===== src/hw/rtl/tlpc_pkg.sv =====
// Shared types and constants of the traffic light pedestrian controller.
package tlpc_pkg;

  localparam int unsigned TimerBits   = 16;
  localparam int unsigned DurBits     = 16;
  localparam int unsigned RepBits     = 4;
  localparam int unsigned PhaseBits   = 3;
  localparam int unsigned CfgIdxBits  = 3;
  localparam int unsigned CfgDataBits = 16;
  localparam int unsigned CmpBits     = (TimerBits > DurBits) ? TimerBits : DurBits;

  localparam logic [DurBits-1:0] RedTicksRst    = DurBits'(5000);
  localparam logic [DurBits-1:0] YellowTicksRst = DurBits'(2000);
  localparam logic [DurBits-1:0] GreenTicksRst  = DurBits'(5000);
  localparam logic [DurBits-1:0] BlinkHalfRst   = DurBits'(500);
  localparam logic [RepBits-1:0] BlinkRepRst    = RepBits'(5);
  localparam logic [DurBits-1:0] WalkTicksRst   = DurBits'(5000);

  typedef enum logic [CfgIdxBits-1:0] {
    RegRedTicks    = 3'd0,
    RegYellowTicks = 3'd1,
    RegGreenTicks  = 3'd2,
    RegBlinkHalf   = 3'd3,
    RegBlinkRep    = 3'd4,
    RegWalkTicks   = 3'd5
  } cfg_reg_e;

  typedef struct packed {
    logic [DurBits-1:0] red_ticks;
    logic [DurBits-1:0] yellow_ticks;
    logic [DurBits-1:0] green_ticks;
    logic [DurBits-1:0] blink_half_ticks;
    logic [RepBits-1:0] blink_repeats;
    logic [DurBits-1:0] walk_green_ticks;
  } cfg_t;

endpackage


===== src/hw/rtl/tlpc_if.sv =====
// Tick and lamp channel interfaces of the traffic light pedestrian controller.
interface tlpc_tick_if;
  logic valid;
  logic ready;
  logic button_down;

  modport source (output valid, output button_down, input ready);
  modport sink   (input valid, input button_down, output ready);
endinterface

interface tlpc_lamp_if;
  logic       valid;
  logic       ready;
  logic       red_on;
  logic       yellow_on;
  logic       green_on;
  logic       request_waiting;
  logic [2:0] phase_code;

  modport source (output valid, output red_on, output yellow_on, output green_on,
                  output request_waiting, output phase_code, input ready);
  modport sink   (input valid, input red_on, input yellow_on, input green_on,
                  input request_waiting, input phase_code, output ready);
endinterface


===== src/hw/rtl/tlpc_cfg.sv =====
// Configuration register file with zero-duration and zero-repeat clamping.
module tlpc_cfg
  import tlpc_pkg::*;
(
  input  logic                   clk_i,
  input  logic                   rst_ni,
  input  logic                   cfg_we_i,
  input  logic [CfgIdxBits-1:0]  cfg_idx_i,
  input  logic [CfgDataBits-1:0] cfg_data_i,
  output cfg_t                   cfg_o
);

  cfg_t               cfg_q;
  logic [DurBits-1:0] dur_w;
  logic [RepBits-1:0] rep_w;

  // clamp zero to one
  assign dur_w = (cfg_data_i[DurBits-1:0] == '0) ? DurBits'(1) : cfg_data_i[DurBits-1:0];
  assign rep_w = (cfg_data_i[RepBits-1:0] == '0) ? RepBits'(1) : cfg_data_i[RepBits-1:0];

  always_ff @(posedge clk_i or negedge rst_ni) begin
    if (!rst_ni) begin
      cfg_q.red_ticks        <= RedTicksRst;
      cfg_q.yellow_ticks     <= YellowTicksRst;
      cfg_q.green_ticks      <= GreenTicksRst;
      cfg_q.blink_half_ticks <= BlinkHalfRst;
      cfg_q.blink_repeats    <= BlinkRepRst;
      cfg_q.walk_green_ticks <= WalkTicksRst;
    end else if (cfg_we_i) begin
      unique case (cfg_idx_i)
        RegRedTicks:    cfg_q.red_ticks        <= dur_w;
        RegYellowTicks: cfg_q.yellow_ticks     <= dur_w;
        RegGreenTicks:  cfg_q.green_ticks      <= dur_w;
        RegBlinkHalf:   cfg_q.blink_half_ticks <= dur_w;
        RegBlinkRep:    cfg_q.blink_repeats    <= rep_w;
        RegWalkTicks:   cfg_q.walk_green_ticks <= dur_w;
        default: ;
      endcase
    end
  end

  assign cfg_o = cfg_q;

endmodule


===== src/hw/rtl/traffic_light_pedestrian_controller.sv =====
// The lamp result of a transferred tick is registered in the output register.
// Throughput: one tick per cycle while the lamp output is not stalled; the phase step is one compare and increment.
// The output register holds a result under backpressure while the next tick
// is taken as soon as that register is freed by a transfer in the same cycle.
// Reset: asynchronous, active low; red phase, counters and request cleared,
// configuration registers back to their default durations.
module traffic_light_pedestrian_controller
  import tlpc_pkg::*;
(
  input  logic                   clk_i,
  input  logic                   rst_ni,
  input  logic                   cfg_we_i,
  input  logic [CfgIdxBits-1:0]  cfg_idx_i,
  input  logic [CfgDataBits-1:0] cfg_data_i,
  tlpc_tick_if.sink              tick_i,
  tlpc_lamp_if.source            lamp_o
);

  typedef enum logic [PhaseBits-1:0] {
    PhRed      = 3'd0,
    PhYellow   = 3'd1,
    PhGreen    = 3'd2,
    PhBlinkOn  = 3'd3,
    PhBlinkOff = 3'd4,
    PhWalk     = 3'd5,
    PhWait     = 3'd6
  } phase_e;

  localparam logic [TimerBits-1:0] TimerMax = {TimerBits{1'b1}};

  cfg_t                 cfg;
  phase_e               phase_q, phase_d;
  logic [TimerBits-1:0] elapsed_q, elapsed_d, elapsed_inc;
  logic [RepBits-1:0]   blinks_q, blinks_d, blinks_inc;
  logic                 req_q, req_d;
  logic [DurBits-1:0]   dur;
  logic                 tdone;
  logic                 accept;
  logic                 out_valid_q;
  logic                 red_q, yellow_q, green_q, reqw_q;
  logic [PhaseBits-1:0] phase_code_q;

  tlpc_cfg u_cfg (
    .clk_i      (clk_i),
    .rst_ni     (rst_ni),
    .cfg_we_i   (cfg_we_i),
    .cfg_idx_i  (cfg_idx_i),
    .cfg_data_i (cfg_data_i),
    .cfg_o      (cfg)
  );

  assign tick_i.ready = !out_valid_q || lamp_o.ready;
  assign accept       = tick_i.valid && tick_i.ready;

  assign elapsed_inc = (elapsed_q != TimerMax) ? elapsed_q + 1'b1 : elapsed_q;
  assign blinks_inc  = blinks_q + 1'b1;
  assign tdone       = (CmpBits'(elapsed_inc) >= CmpBits'(dur)) || (elapsed_inc == TimerMax);

  always_comb begin
    dur       = cfg.red_ticks;
    phase_d   = phase_q;
    elapsed_d = elapsed_inc;
    blinks_d  = blinks_q;
    req_d     = req_q;
    if ((phase_q == PhRed || phase_q == PhYellow || phase_q == PhGreen) && tick_i.button_down) begin
      req_d = 1'b1;
    end
    unique case (phase_q)
      PhRed: begin
        dur = cfg.red_ticks;
        if (tdone) phase_d = PhYellow;
      end
      PhYellow: begin
        dur = cfg.yellow_ticks;
        if (tdone) phase_d = PhGreen;
      end
      PhGreen: begin
        dur = cfg.green_ticks;
        if (tdone) begin
          if (req_d) begin
            req_d    = 1'b0;
            blinks_d = '0;
            phase_d  = PhBlinkOn;
          end else begin
            phase_d = PhRed;
          end
        end
      end
      PhBlinkOn: begin
        dur = cfg.blink_half_ticks;
        if (tdone) phase_d = PhBlinkOff;
      end
      PhBlinkOff: begin
        dur = cfg.blink_half_ticks;
        if (tdone) begin
          blinks_d = blinks_inc;
          if (blinks_inc >= cfg.blink_repeats || blinks_inc == '0) phase_d = PhWalk;
          else phase_d = PhBlinkOn;
        end
      end
      PhWalk: begin
        dur = cfg.walk_green_ticks;
        if (tdone) phase_d = PhWait;
      end
      PhWait: begin
        elapsed_d = elapsed_q;
        if (!tick_i.button_down) begin
          phase_d   = PhRed;
          elapsed_d = '0;
        end
      end
      default: begin
        phase_d   = PhRed;
        elapsed_d = '0;
      end
    endcase
    if (tdone && phase_q != PhWait) elapsed_d = '0;
  end

  always_ff @(posedge clk_i or negedge rst_ni) begin
    if (!rst_ni) begin
      phase_q     <= PhRed;
      elapsed_q   <= '0;
      blinks_q    <= '0;
      req_q       <= 1'b0;
      out_valid_q <= 1'b0;
    end else begin
      if (accept) begin
        phase_q     <= phase_d;
        elapsed_q   <= elapsed_d;
        blinks_q    <= blinks_d;
        req_q       <= req_d;
        out_valid_q <= 1'b1;
      end else if (lamp_o.ready) begin
        out_valid_q <= 1'b0;
      end
    end
  end

  always_ff @(posedge clk_i) begin
    if (accept) begin
      red_q        <= (phase_d == PhRed || phase_d == PhBlinkOn || phase_d == PhBlinkOff);
      yellow_q     <= (phase_d == PhYellow || phase_d == PhBlinkOn);
      green_q      <= (phase_d == PhGreen || phase_d == PhWalk);
      reqw_q       <= req_d;
      phase_code_q <= phase_d;
    end
  end

  assign lamp_o.valid           = out_valid_q;
  assign lamp_o.red_on          = red_q;
  assign lamp_o.yellow_on       = yellow_q;
  assign lamp_o.green_on        = green_q;
  assign lamp_o.request_waiting = reqw_q;
  assign lamp_o.phase_code      = phase_code_q;

  a_no_req_in_crossing: assert property (@(posedge clk_i) disable iff (!rst_ni)
    (phase_q == PhBlinkOn || phase_q == PhBlinkOff || phase_q == PhWalk || phase_q == PhWait)
      |-> !req_q)
    else $error("request latched during crossing");

  a_blinks_bounded: assert property (@(posedge clk_i) disable iff (!rst_ni)
    (phase_q == PhBlinkOn || phase_q == PhBlinkOff) |-> (blinks_q != '1))
    else $error("blink count past repeats");

  a_wait_timer_idle: assert property (@(posedge clk_i) disable iff (!rst_ni)
    (phase_q == PhWait) |-> (elapsed_q == '0))
    else $error("timer running in wait release");

  a_result_after_accept: assert property (@(posedge clk_i) disable iff (!rst_ni)
    accept |=> (out_valid_q && phase_code_q == phase_q && reqw_q == req_q))
    else $error("result does not match state after transfer");

endmodule


===== src/flat_wrapper.sv =====
// flat-port wrapper written by rule: the top's interface ports become plain ports
module traffic_light_pedestrian_controller_flat import tlpc_pkg::*;
  (clk_i, rst_ni, cfg_we_i, cfg_idx_i, cfg_data_i, tick_i_valid, tick_i_button_down, tick_i_ready, lamp_o_valid, lamp_o_red_on, lamp_o_yellow_on, lamp_o_green_on, lamp_o_request_waiting, lamp_o_phase_code, lamp_o_ready);
  tlpc_tick_if tick_i_i ();
  tlpc_lamp_if lamp_o_i ();
  input  logic clk_i;
  input  logic rst_ni;
  input  logic cfg_we_i;
  input  logic [CfgIdxBits-1:0] cfg_idx_i;
  input  logic [CfgDataBits-1:0] cfg_data_i;
  input wire logic [$bits(tick_i_i.valid)-1:0] tick_i_valid;
  input wire logic [$bits(tick_i_i.button_down)-1:0] tick_i_button_down;
  output wire logic [$bits(tick_i_i.ready)-1:0] tick_i_ready;
  output wire logic [$bits(lamp_o_i.valid)-1:0] lamp_o_valid;
  output wire logic [$bits(lamp_o_i.red_on)-1:0] lamp_o_red_on;
  output wire logic [$bits(lamp_o_i.yellow_on)-1:0] lamp_o_yellow_on;
  output wire logic [$bits(lamp_o_i.green_on)-1:0] lamp_o_green_on;
  output wire logic [$bits(lamp_o_i.request_waiting)-1:0] lamp_o_request_waiting;
  output wire logic [$bits(lamp_o_i.phase_code)-1:0] lamp_o_phase_code;
  input wire logic [$bits(lamp_o_i.ready)-1:0] lamp_o_ready;
  assign tick_i_i.valid = tick_i_valid;
  assign tick_i_i.button_down = tick_i_button_down;
  assign tick_i_ready = tick_i_i.ready;
  assign lamp_o_valid = lamp_o_i.valid;
  assign lamp_o_red_on = lamp_o_i.red_on;
  assign lamp_o_yellow_on = lamp_o_i.yellow_on;
  assign lamp_o_green_on = lamp_o_i.green_on;
  assign lamp_o_request_waiting = lamp_o_i.request_waiting;
  assign lamp_o_phase_code = lamp_o_i.phase_code;
  assign lamp_o_i.ready = lamp_o_ready;
  traffic_light_pedestrian_controller u_core (.clk_i(clk_i), .rst_ni(rst_ni), .cfg_we_i(cfg_we_i), .cfg_idx_i(cfg_idx_i), .cfg_data_i(cfg_data_i), .tick_i(tick_i_i), .lamp_o(lamp_o_i));
endmodule

===== config.mk =====
export PLATFORM = sky130hd
export DESIGN_NAME = traffic_light_pedestrian_controller_flat
export DESIGN_NICKNAME = d
export VERILOG_FILES = /design/src/hw/rtl/tlpc_pkg.sv /design/src/hw/rtl/tlpc_if.sv /design/src/hw/rtl/tlpc_cfg.sv /design/src/hw/rtl/traffic_light_pedestrian_controller.sv /design/src/flat_wrapper.sv
export SDC_FILE = /design/constraint.sdc
export NUM_CORES = 1
export LEC_CHECK = 0
export ABC_CLOCK_PERIOD_IN_PS = 3700
export BUFFER_PORTS_ARGS = -buffer_cell sky130_fd_sc_hd__buf_4
export CAP_MARGIN = 10
export CORE_MARGIN = 2
export CORE_UTILIZATION = 56
export CTS_CLUSTER_DIAMETER = 50
export CTS_CLUSTER_SIZE = 20
export DETAILED_ROUTE_END_ITERATION = 16
export PLACE_DENSITY = 0.77
export SYNTH_ARGS = -nofsm -noshare
export SYNTH_HDL_FRONTEND = slang
export SYNTH_SLANG_ARGS = --single-unit

===== constraint.sdc =====
create_clock -name clk_i -period 3.7 [get_ports clk_i]
set_input_delay 0.555 -clock clk_i [delete_from_list [all_inputs] [get_ports clk_i]]
set_output_delay 0.555 -clock clk_i [all_outputs]
set_load 0.02 [all_outputs]

==> results.toml, run 1 <==
[synth]
avgSynthCellArea_um2 = 10.8
netlist_area_mm2 = 0.00648
synthDistinctLibCells = 76
syn-num-nets = 645
synth_edf_count = 7
synth_ff_type = "dfrtp_1"
yosysWarnings = 0
seq_area_frac_synth_pct = 45.9
async_flop_share_pct = 94.0
synthCells = 598
yosys_register_bits = 116

[clocking]
cts_buffers = 17
clk_pin_slew_worst_paths_ps = 60
clockBufferDepth = 2
cts_setup_buffers = 0
worstSkewPairLatency_ps = 430
htree_levels = 4
cts-root-buf = "clkbuf_16"
cts_num_sinks = 116
cts_tree = "built"

[detailed_routing]
wire_per_inst_um = 21.0
first_iter_violations = 427
via_per_inst = 6.45
drc_errors = 0
route.vias.total = 5284
drtPass1Iterations = 5
finalWirelength_um = 17200
antenna_left = 0

[floorplanning]
fp-row-count = 39
die_x_um = 112
die_h_um = 112
io_pins = 34
die_area_mm2 = 0.0124
start_util_pct = 57.0
core_area_mm2 = 0.0114

[worst_setup_path]
arrival_ps = 3740
path_cells = "ha_2 -> buf_4 -> and4_1 -> nand2_1 -> xnor2_1 -> ha_1 -> nand4_1 -> nor2_1 -> a221o_1 -> a31oi_2 -> buf_4 -> nand3_1 -> o211ai_1 -> nor2_1 -> o2111a_1"
worstSetupPathType = "flop to flop"
cp_slowest_cell = "dfrtp_1"
crit_path_max_incr_delay_ps = 360
crit_fanout = 6
crit_required_ps = 3860
startpoint_type = "flop"
cp-end-kind = "flop"

[placement]
dp_hpwl_um = 11300
place_area_mm2 = 0.00717
placed_cells = 787
port_buffers = 33
place_congestion = 0.922

[hold_path]
hold_path.class = "input port to asynchronous set/reset pin"

[layout]
syn2layout_area_growth_pct = 21.5
final_cell_mix = "79 x mux2_2, 75 x dfrtp_1, 73 x buf_4"
finalCoreUtilization_pct = 69.2
final_area_mm2 = 0.00787
fin_nets = 710
drive_gt1_share_pct = 38.8
layout_commonest_cell = "mux2_2"
final_cells = 819
n_antenna_cell = 0
fillers = 841

[timing]
setup_viol = 0
relSlewSlack_pct = 44.6
skew_ps = 13.2
post-route-period-util_pct = 96.7
rsz0062_at_grt = "false"
max_freq_ghz = 0.279
maxSlewViolCount = 0
fin_crit_ps = 3580
worst_slew_pin_slew_ps = 830
hold_viol = 0
fin_tns_setup_ps = 0

[grt]
grt_max_degree = 63
antenna_found_initial = 0
grt_pass1_wl_um = 28400
overflow = 0
track_usage_pct = 29.0
grt_pass1_vias = 5396

[pwr]
vdd_drop_max_mv = 0.556
p_leak_nw = 3.39
fin_total_pwr_w = 0.00412
p_per_area_mw_per_mm2 = 524

[job]
maxCapViolCount = 0

[run_status]
status = "finished, final reports clean"
-- critical path, delay by kind of cell (launching register included) --
family,cells,cell delay [ps]
AOI/OAI and AO/OA,4,990
xor gates and xnor gates,1,350
adders and majority gates,2,540
buffers and inverters,2,300
DFF,1,360
and+or+nand+nor,6,770
-- routing by layer --
layer / vias to the layer above / GRT usage [%] / routed length [um] / part of all wire [%]
met5: - / 0 / 0 / 0
met4: 0 / 9.47 / 391 / 2.3
met3: 40 / 6.97 / 1030 / 6.0
met2: 240 / 47.2 / 8510 / 49
met1: 2644 / 38.5 / 7280 / 42
li1: 2360 / - / - / -
-- what timing repair did --
action                                  4_1_cts  5_1_grt
gates resized for setup                       2       21
endpoints found under the setup margin        1       15
pin swaps                                     0        0
hold buffers                                  0        0
-- power breakdown --
group | internal [W] | switching (W)
Clock | 0.00109 | 0.000629
Combinational | 0.000345 | 0.000357
Sequential | 0.00156 | 0.000149
-- area by class of cell --
class,count,area [um^2],area share (%)
multi-input combinational,435,3430,43.5
sequential,116,2980,37.9
timing repair buffer,77,611,7.76
clock buffer,19,443,5.63
tap,143,179,2.27
clock inverter,13,170,2.16
inverter,16,61.3,0.779
-- state kept, by name, summed over array words and instances (netlist names) --
| register | cells |
|---|---|
| u_core.elapsed_q | 16 |
| u_core.lamp_o.green_on | 1 |
| u_core.phase_q | 3 |
| u_core.lamp_o.phase_code | 3 |
| u_core.u_cfg.cfg_o | 84 |
| u_core.lamp_o.request_waiting | 1 |
| u_core.lamp_o.yellow_on | 1 |
| u_core.blinks_q | 4 |
| u_core.req_q | 1 |
| u_core.lamp_o.valid | 1 |
| u_core.lamp_o.red_on | 1 |
-- logic make-up (layout without fill, tap and decap cells) --
family / count (synthesis) / in the layout / synth area share (%)
compound gates: 166 / 166 / 17.3
xor+xnor: 8 / 8 / 1.08
fa+ha+maj: 22 / 22 / 4.25
buf+inv: 47 / 125 / 3.05
flops: 116 / 116 / 45.9
mux: 84 / 84 / 14.6
simple gates: 155 / 155 / 13.8
-- synthesized netlist by cell type, drive strengths merged (3+ instances only) --
cell / count / area [um^2]
xor2: 4 / 35.0
o2bb2ai: 3 / 26.3
dfrtp: 80 / 2000
nand2b: 6 / 37.5
nor3: 10 / 55.1
a41oi: 3 / 26.3
a31oi: 5 / 31.3
nor2: 22 / 82.6
and3: 3 / 20.0
a21o: 11 / 82.6
o31ai: 4 / 35.0
mux2: 80 / 905
nor2b: 3 / 18.8
clkbuf: 22 / 83.8
or3: 3 / 23.8
ha: 22 / 275
o211ai: 3 / 27.5
edfxtp: 7 / 210
nand3: 13 / 77.6
dfstp: 29 / 762
o2111ai: 15 / 131
nand2: 63 / 239
inv: 14 / 52.6
xnor2: 4 / 35.0
a22o: 11 / 96.3
and2: 5 / 31.3
o21ai: 59 / 307
buf: 9 / 53.8
mux2i: 4 / 40.0
a21oi: 35 / 179
nor4: 8 / 101
nand4: 9 / 111
-- metrics by stage --
stage / hold WS (ps) / worst slack, ps
5_1_grt: 287 / 2.06
6_report: 234 / 122
3_5_place_dp: 485 / 42.4
2_1_floorplan: 259 / 30.6
4_1_cts: 259 / 37.5
3_3_place_gp: 464 / 101
-- path summary, 6_finish.rpt --
kind                                           to                    from  slack [ps]  cells after the start
setup reg to reg           u_core.lamp_o.green_on     u_core.elapsed_q[0]         120                     15
hold reg to reg            u_core.u_cfg.cfg_o[70]  u_core.u_cfg.cfg_o[70]         500                      1
min in group clk_i            u_core.lamp_o.valid            tick_i_valid         330                      2
setup / recovery           u_core.lamp_o.green_on     u_core.elapsed_q[0]         120                     15
hold / removal               u_core.elapsed_q[11]                  rst_ni         230                      1
max in group asynchronous  u_core.u_cfg.cfg_o[24]                  rst_ni        2550                      2
Power figures use the tool's default switching activity.
==> inputs of run 2 (changes only) <==
CTS_BUF_LIST = sky130_fd_sc_hd__clkbuf_2   (was unset)
==> run 2 against run 1 <==
Effect of this change:
- worst setup slack got worse by 22 ps
- cell area decreased by 2.1%
- register-to-register slack got worse by 20 ps
- hold slack lost 130 ps
- via count decreased by 0.81%
- die area stayed put
- sequential share of layout area is 0.88 points higher
- clock-buffer cell count is 1 lower
- clock power shrank 46%
- non-clock buffer count increased by 15
- global-route usage shrank 1.3 points
==> results.toml, run 2 (synthesis results as in run 1) <==
[run_status]
status = "finished, final reports clean"

[grt]
grt_pass1_wl_um = 27200
grt_pass1_vias = 5270
antenna_found_initial = 0
track_usage_pct = 27.7
grt_max_degree = 63
overflow = 0

[pwr]
vdd_drop_max_mv = 0.361
p_leak_nw = 3.32
p_per_area_mw_per_mm2 = 433
fin_total_pwr_w = 0.00334

[detailed_routing]
finalWirelength_um = 16800
wire_per_inst_um = 20.1
antenna_left = 0
route.vias.total = 5241
drc_errors = 0
drtPass1Iterations = 5
first_iter_violations = 481
via_per_inst = 6.28

[layout]
fin_nets = 725
fillers = 884
final_cell_mix = "82 x buf_4, 79 x mux2_2, 70 x dfrtp_1"
seq_area_mm2 = 0.00299
syn2layout_area_growth_pct = 19.0
multiInputGateArea_mm2 = 0.00348
largest_register_ffs = 84
n_antenna_cell = 0
drive_gt1_share_pct = 41.4
layout_commonest_cell = "buf_4"

[placement]
dp_hpwl_um = 11300
place_congestion = 0.922
dp_slack_ps = 42.4
port_buffers = 33

[worst_setup_path]
startpoint_type = "flop"
worstSetupPathType = "flop to flop"
critPathBufInv = 2
cp-end-kind = "flop"
cp_top_family = "compound AO/OA/AOI/OAI gates"
crit_fanout = 8
crit_path_max_incr_delay_ps = 460
arrival_ps = 4050
cp_slowest_cell = "dfrtp_2"
crit_cells = 14
crit_required_ps = 4150
r2r_cells = 14
path_cells = "buf_4 -> nand4_4 -> nor4_4 -> or4_4 -> nand2_1 -> ha_1 -> a21o_1 -> a221o_1 -> a31oi_2 -> buf_4 -> nand3_1 -> o211ai_1 -> nor2_2 -> o2111a_1"
cp_common_cell = "buf_4"

[timing]
max_freq_ghz = 0.278
relSlewSlack_pct = 44.5
setup_viol = 0
worst_slew_pin_slew_ps = 832
hold_viol = 0
post-route-period-util_pct = 97.3
skew_ps = 49.5
setup_slack_ps = 99.4
maxSlewViolCount = 0
hold-worst-slack_ps = 100
fin_crit_ps = 3600

[floorplanning]
die_h_um = 112
die_x_um = 112
io_pins = 34
die_area_mm2 = 0.0124
fp-row-count = 39
start_util_pct = 57.0
core_area_mm2 = 0.0114

[hold_path]
hold_path.class = "input port to flop"
holdPathStages = 3

[clocking]
cts_num_sinks = 116
clockBufferDepth = 2
worstSkewPairLatency_ps = 720
clk_pin_slew_worst_paths_ps = 190
cts_tree = "built"
cts-root-buf = "clkbuf_2"
htree_levels = 4
cts_buffers = 17

[job]
maxCapViolCount = 0
## run 2: cell types whose count changed in the layout (fill, tap and decap cells not counted), moves of 2 or more
cell / change
dlygate4sd3_1: +3
nand2_1: -2
buf_6: +2
clkbuf_16: -17
o21ai_0: -2
clkbuf_2: +19
o21ai_1: +2
ha_4: +2
buf_4: +9
dfrtp_2: +5
nand2_2: +2
dfrtp_1: -5
## run 2: worst paths after layout
check	startpoint	end	slack, ps
min reg2reg	u_core.u_cfg.cfg_o[70]	u_core.u_cfg.cfg_o[70]	530
max	u_core.elapsed_q[3]	u_core.lamp_o.green_on	100
min	cfg_data_i[1]	u_core.u_cfg.cfg_o[17]	100
max in group asynchronous	rst_ni	u_core.u_cfg.cfg_o[3]	2310
max reg2reg	u_core.elapsed_q[3]	u_core.lamp_o.green_on	100
min in group asynchronous	rst_ni	u_core.elapsed_q[8]	420
## run 2: per-layer routing
metal	routed length, um	GRT usage (%)
met2	8110	43.5
met4	412	10.0
met3	968	7.89
met5	0	0
met1	7290	37.1
## run 2: power by group
| group | internal, W | switching, W |
|---|---|---|
| combinational | 0.000365 | 0.000356 |
| clock | 0.000388 | 0.000531 |
| sequential | 0.00155 | 0.000146 |
## run 2: what timing repair did
item / 4_1_cts / 5_1_grt
setup endpoints to repair: 2 / 19
resized for setup: 3 / 40
endpoints found under the hold margin: 50 / 0
buffers inserted: 0 / 12
pin swaps: 0 / 6
hold buffers: 3 / 0
## run 2: cell type report
| type | count | share of cell area (%) |
|---|---|---|
| Sequential cell | 116 | 38.7 |
| Clock inverter | 14 | 2.26 |
| Multi-Input combinational cell | 435 | 45.2 |
| Clock buffer | 18 | 1.17 |
| Timing Repair Buffer | 92 | 9.54 |
| Tap cell | 143 | 2.32 |
| Inverter | 16 | 0.795 |
## run 2: worst min-delay path, stage by stage
cell and delay, ps:
buf_4 120, nand2_1 50, o21ai_0 60
## run 2: stage by stage
| stage | setup TNS (ps) | instances | utilization [%] | area [um^2] |
|---|---|---|---|---|
| global placement | 0 | 787 | 63.0 | 7170 |
| floorplan | 0 | 598 | - | 6490 |
| detailed placement | 0 | 787 | 63.0 | 7170 |
| finish | 0 | 834 | 67.8 | 7710 |
| global route | -33.7 | 834 | 67.8 | 7710 |
| CTS | 0 | 822 | 65.8 | 7480 |
==> inputs of run 3 (changes only) <==
SYNTH_HIERARCHICAL = 1   (was unset)
==> run 3 against run 2 <==
Effect of this change:
- the run now ends with setup timing left
- critical path depth did not move
- combinational power grew 130%
- clock skew decreased by 16 ps
- global-route usage decreased by 2.3 points
- synthesized area shrank 2.4%
- first-iteration DRC count down 42%
- hold slack better by 49 ps
- wire length shrank 15%
- largest cell class unchanged
- largest power group unchanged
==> results.toml, run 3 <==
[worst_setup_path]
r2r_end = "u_core/blinks_q[0]"
cp-end-kind = "flop"
crit_fanout = 8
worstSetupPathType = "flop to flop"
r2r_cells = 14
arrival_ps = 4300
rr_startpoint = "u_core/elapsed_q[1]"
startpoint_type = "flop"
rrSetupSlack_ps = -50
crit_required_ps = 4250

[detailed_routing]
finalWirelength_um = 14300
antenna_left = 0
drtPass1Iterations = 5
route.vias.total = 4668
drc_errors = 0
via_per_inst = 5.95
wire_per_inst_um = 18.3
first_iter_violations = 281

[hold_path]
hold_path.class = "input port to flop"
holdPathStages = 2
hold_end = "u_core/u_cfg/cfg_o[79]"
min_from = "cfg_data_i[11]"

[clocking]
cts-root-buf = "clkbuf_2"
cts_tree = "built"
clk_pin_slew_worst_paths_ps = 180
cts_buffers = 17
worstSkewPairLatency_ps = 670
clockBufferDepth = 2
htree_levels = 4
cts_num_sinks = 116

[layout]
final_cells = 784
largest_register_ffs = 84
final_cell_mix = "85 x buf_4, 80 x mux2_2, 76 x dfrtp_1"
layout_commonest_cell = "buf_4"
final_area_mm2 = 0.00744
syn2layout_area_growth_pct = 17.7
n_antenna_cell = 0
drive_gt1_share_pct = 42.7
fin_nets = 678
fillers = 822
finalCoreUtilization_pct = 68.0

[synth]
synthDistinctLibCells = 68
synth_edf_count = 7
yosys_register_bits = 116
yosys.area.top_type = "dfrtp_1"
avgSynthCellArea_um2 = 11.4
seq_area_frac_synth_pct = 47.1
yosysWarnings = 6
syn-num-nets = 599
synthCells = 552
synth_common_cells = "80 x dfrtp_1, 80 x mux2_2, 49 x nand2_1"
async_flop_share_pct = 94.0
synth_top_area_share_pct = 31.7
ys_top_cells_by_area = "dfrtp_1 32%, mux2_2 14%, dfstp_2 12%"
synth_ff_type = "dfrtp_1"
netlist_area_mm2 = 0.00632

[pwr]
vdd_drop_max_mv = 0.375
net-switching-power_w = 0.00150
clockPowerShare_pct = 19.7
combPwrFrac_pct = 39.0
pwr-share-seq_pct = 41.3
intPower_w = 0.00280
switching_share_pct = 34.8
p_leak_nw = 3.33
p_per_area_mw_per_mm2 = 578

[placement]
placed_cells = 744
dp_slack_ps = -168
port_buffers = 33
place_area_mm2 = 0.00698
place_congestion = 0.865
dp_hpwl_um = 10100

[floorplanning]
start_util_pct = 57.8
die_h_um = 110
io_pins = 34
die_area_mm2 = 0.0122
die_x_um = 110
core_area_mm2 = 0.0109
fp-row-count = 38

[run_status]
status = "complete, but fails checks"
violations = "setup timing"

[grt]
antenna_found_initial = 0
overflow = 0
grt_pass1_wl_um = 23200
track_usage_pct = 25.5
grt_max_degree = 57
grt_pass1_vias = 4769

[timing]
fin_crit_ps = 3750
relSlewSlack_pct = 21.1
worst_slew_pin_slew_ps = 1180
hold_viol = 0
max_freq_ghz = 0.267
rsz0062_at_grt = "true"
skew_ps = 33.4
maxSlewViolCount = 0
setup_viol = 3
setup_slack_ps = -52.0
fin_tns_setup_ps = -81.4
post-route-period-util_pct = 101

[job]
maxCapViolCount = 0
run 3: cell count changes after synthesis, sizes merged, moves of 7 or more:
cell / before / now
o21ai: 59 / 41
nand2b: 6 / 14
nand2: 63 / 49
mux2i: 4 / 23
a21oi: 35 / 16
o2111ai: 15 / 1
clkbuf: 22 / 15
a221oi: 1 / 15
a21o: 11 / 3
run 3: cell type report:
cell class	count	area, um^2	share of cell area [%]
Multi-Input combinational cell	391	3290	44.2
Sequential cell	116	2980	40.1
Timing Repair Buffer	89	698	9.39
Tap cell	140	175	2.36
Clock inverter	12	139	1.87
Clock buffer	20	100	1.35
Inverter	16	60.1	0.808
run 3: worst max path at each step:
| stage | startpoint | end | slack, ps | cells after the start |
|---|---|---|---|---|
| finish | u_core/elapsed_q[1] | u_core/blinks_q[0] | -50 | 14 |
| global route | u_core/elapsed_q[1] | u_core/blinks_q[0] | -160 | 14 |
| CTS | u_core/elapsed_q[1] | u_core/blinks_q[0] | 4 | 14 |
| detailed placement | u_core/elapsed_q[1] | u_core/lamp_o.green_on | -170 | 14 |
| global placement | u_core/elapsed_q[0] | u_core/lamp_o.green_on | 60 | 14 |
| floorplan | u_core/elapsed_q[1] | u_core/lamp_o.green_on | 20 | 15 |
run 3: power by group through the flow:
stage	logic [W]	registers, W	clock network (W)
2_1_floorplan	0.000999	0.00175	0
3_3_place_gp	0.00147	0.00177	0
3_5_place_dp	0.00154	0.00179	0
4_1_cts	0.00156	0.00177	0.000872
5_1_grt	0.00185	0.00181	0.000933
6_report	0.00167	0.00178	0.000848
run 3: repair_timing:
item                                    4_1_cts  5_1_grt
pin swaps                                     4       11
hold buffers                                  1        1
hold endpoints to repair                     40        1
gates resized for setup                       8       27
endpoints found under the setup margin       25       30
setup buffers                                 3        3
run 3: cell families (layout without fill, tap and decap cells):
logic type	count (synthesis)	in the layout	share of synthesized area, %
AOI/OAI and AO/OA	115	115	12.5
xor gates and xnor gates	8	8	1.11
adders and majority gates	22	22	4.36
buffers and inverters	45	137	3.56
DFF	116	116	47.1
muxes	104	104	18.1
and+or+nand+nor	142	142	13.2
run 3: routing by layer:
| metal | vias up | track usage, % | routed length, um |
|---|---|---|---|
| li1 | 2216 | - | - |
| met1 | 2307 | 32.4 | 6300 |
| met2 | 123 | 41.4 | 7040 |
| met3 | 22 | 6.53 | 721 |
| met4 | 0 | 10.7 | 255 |
| met5 | - | 0 | 0 |
run 3: per-stage QoR:
step / hold WS [ps] / power (W)
after global routing: 64.1 / 0.00459
after floorplan: 259 / 0.00275
after CTS: 13.7 / 0.00420
after global placement: 487 / 0.00324
after detailed placement: 494 / 0.00333
final: 149 / 0.00430
run 3: critical path, cell delays in order, from the launching register on:
cell      delay, ps
dfrtp_1         430
ha_4            160
nand3_4         110
or4_4           630
xnor2_4         160
ha_1            280
nand2b_4        110
a211oi_2         60
o21ai_1         160
a311oi_2        130
o41a_1          380
o21a_4          180
or3_4           380
a21o_1          190
mux2_4          260
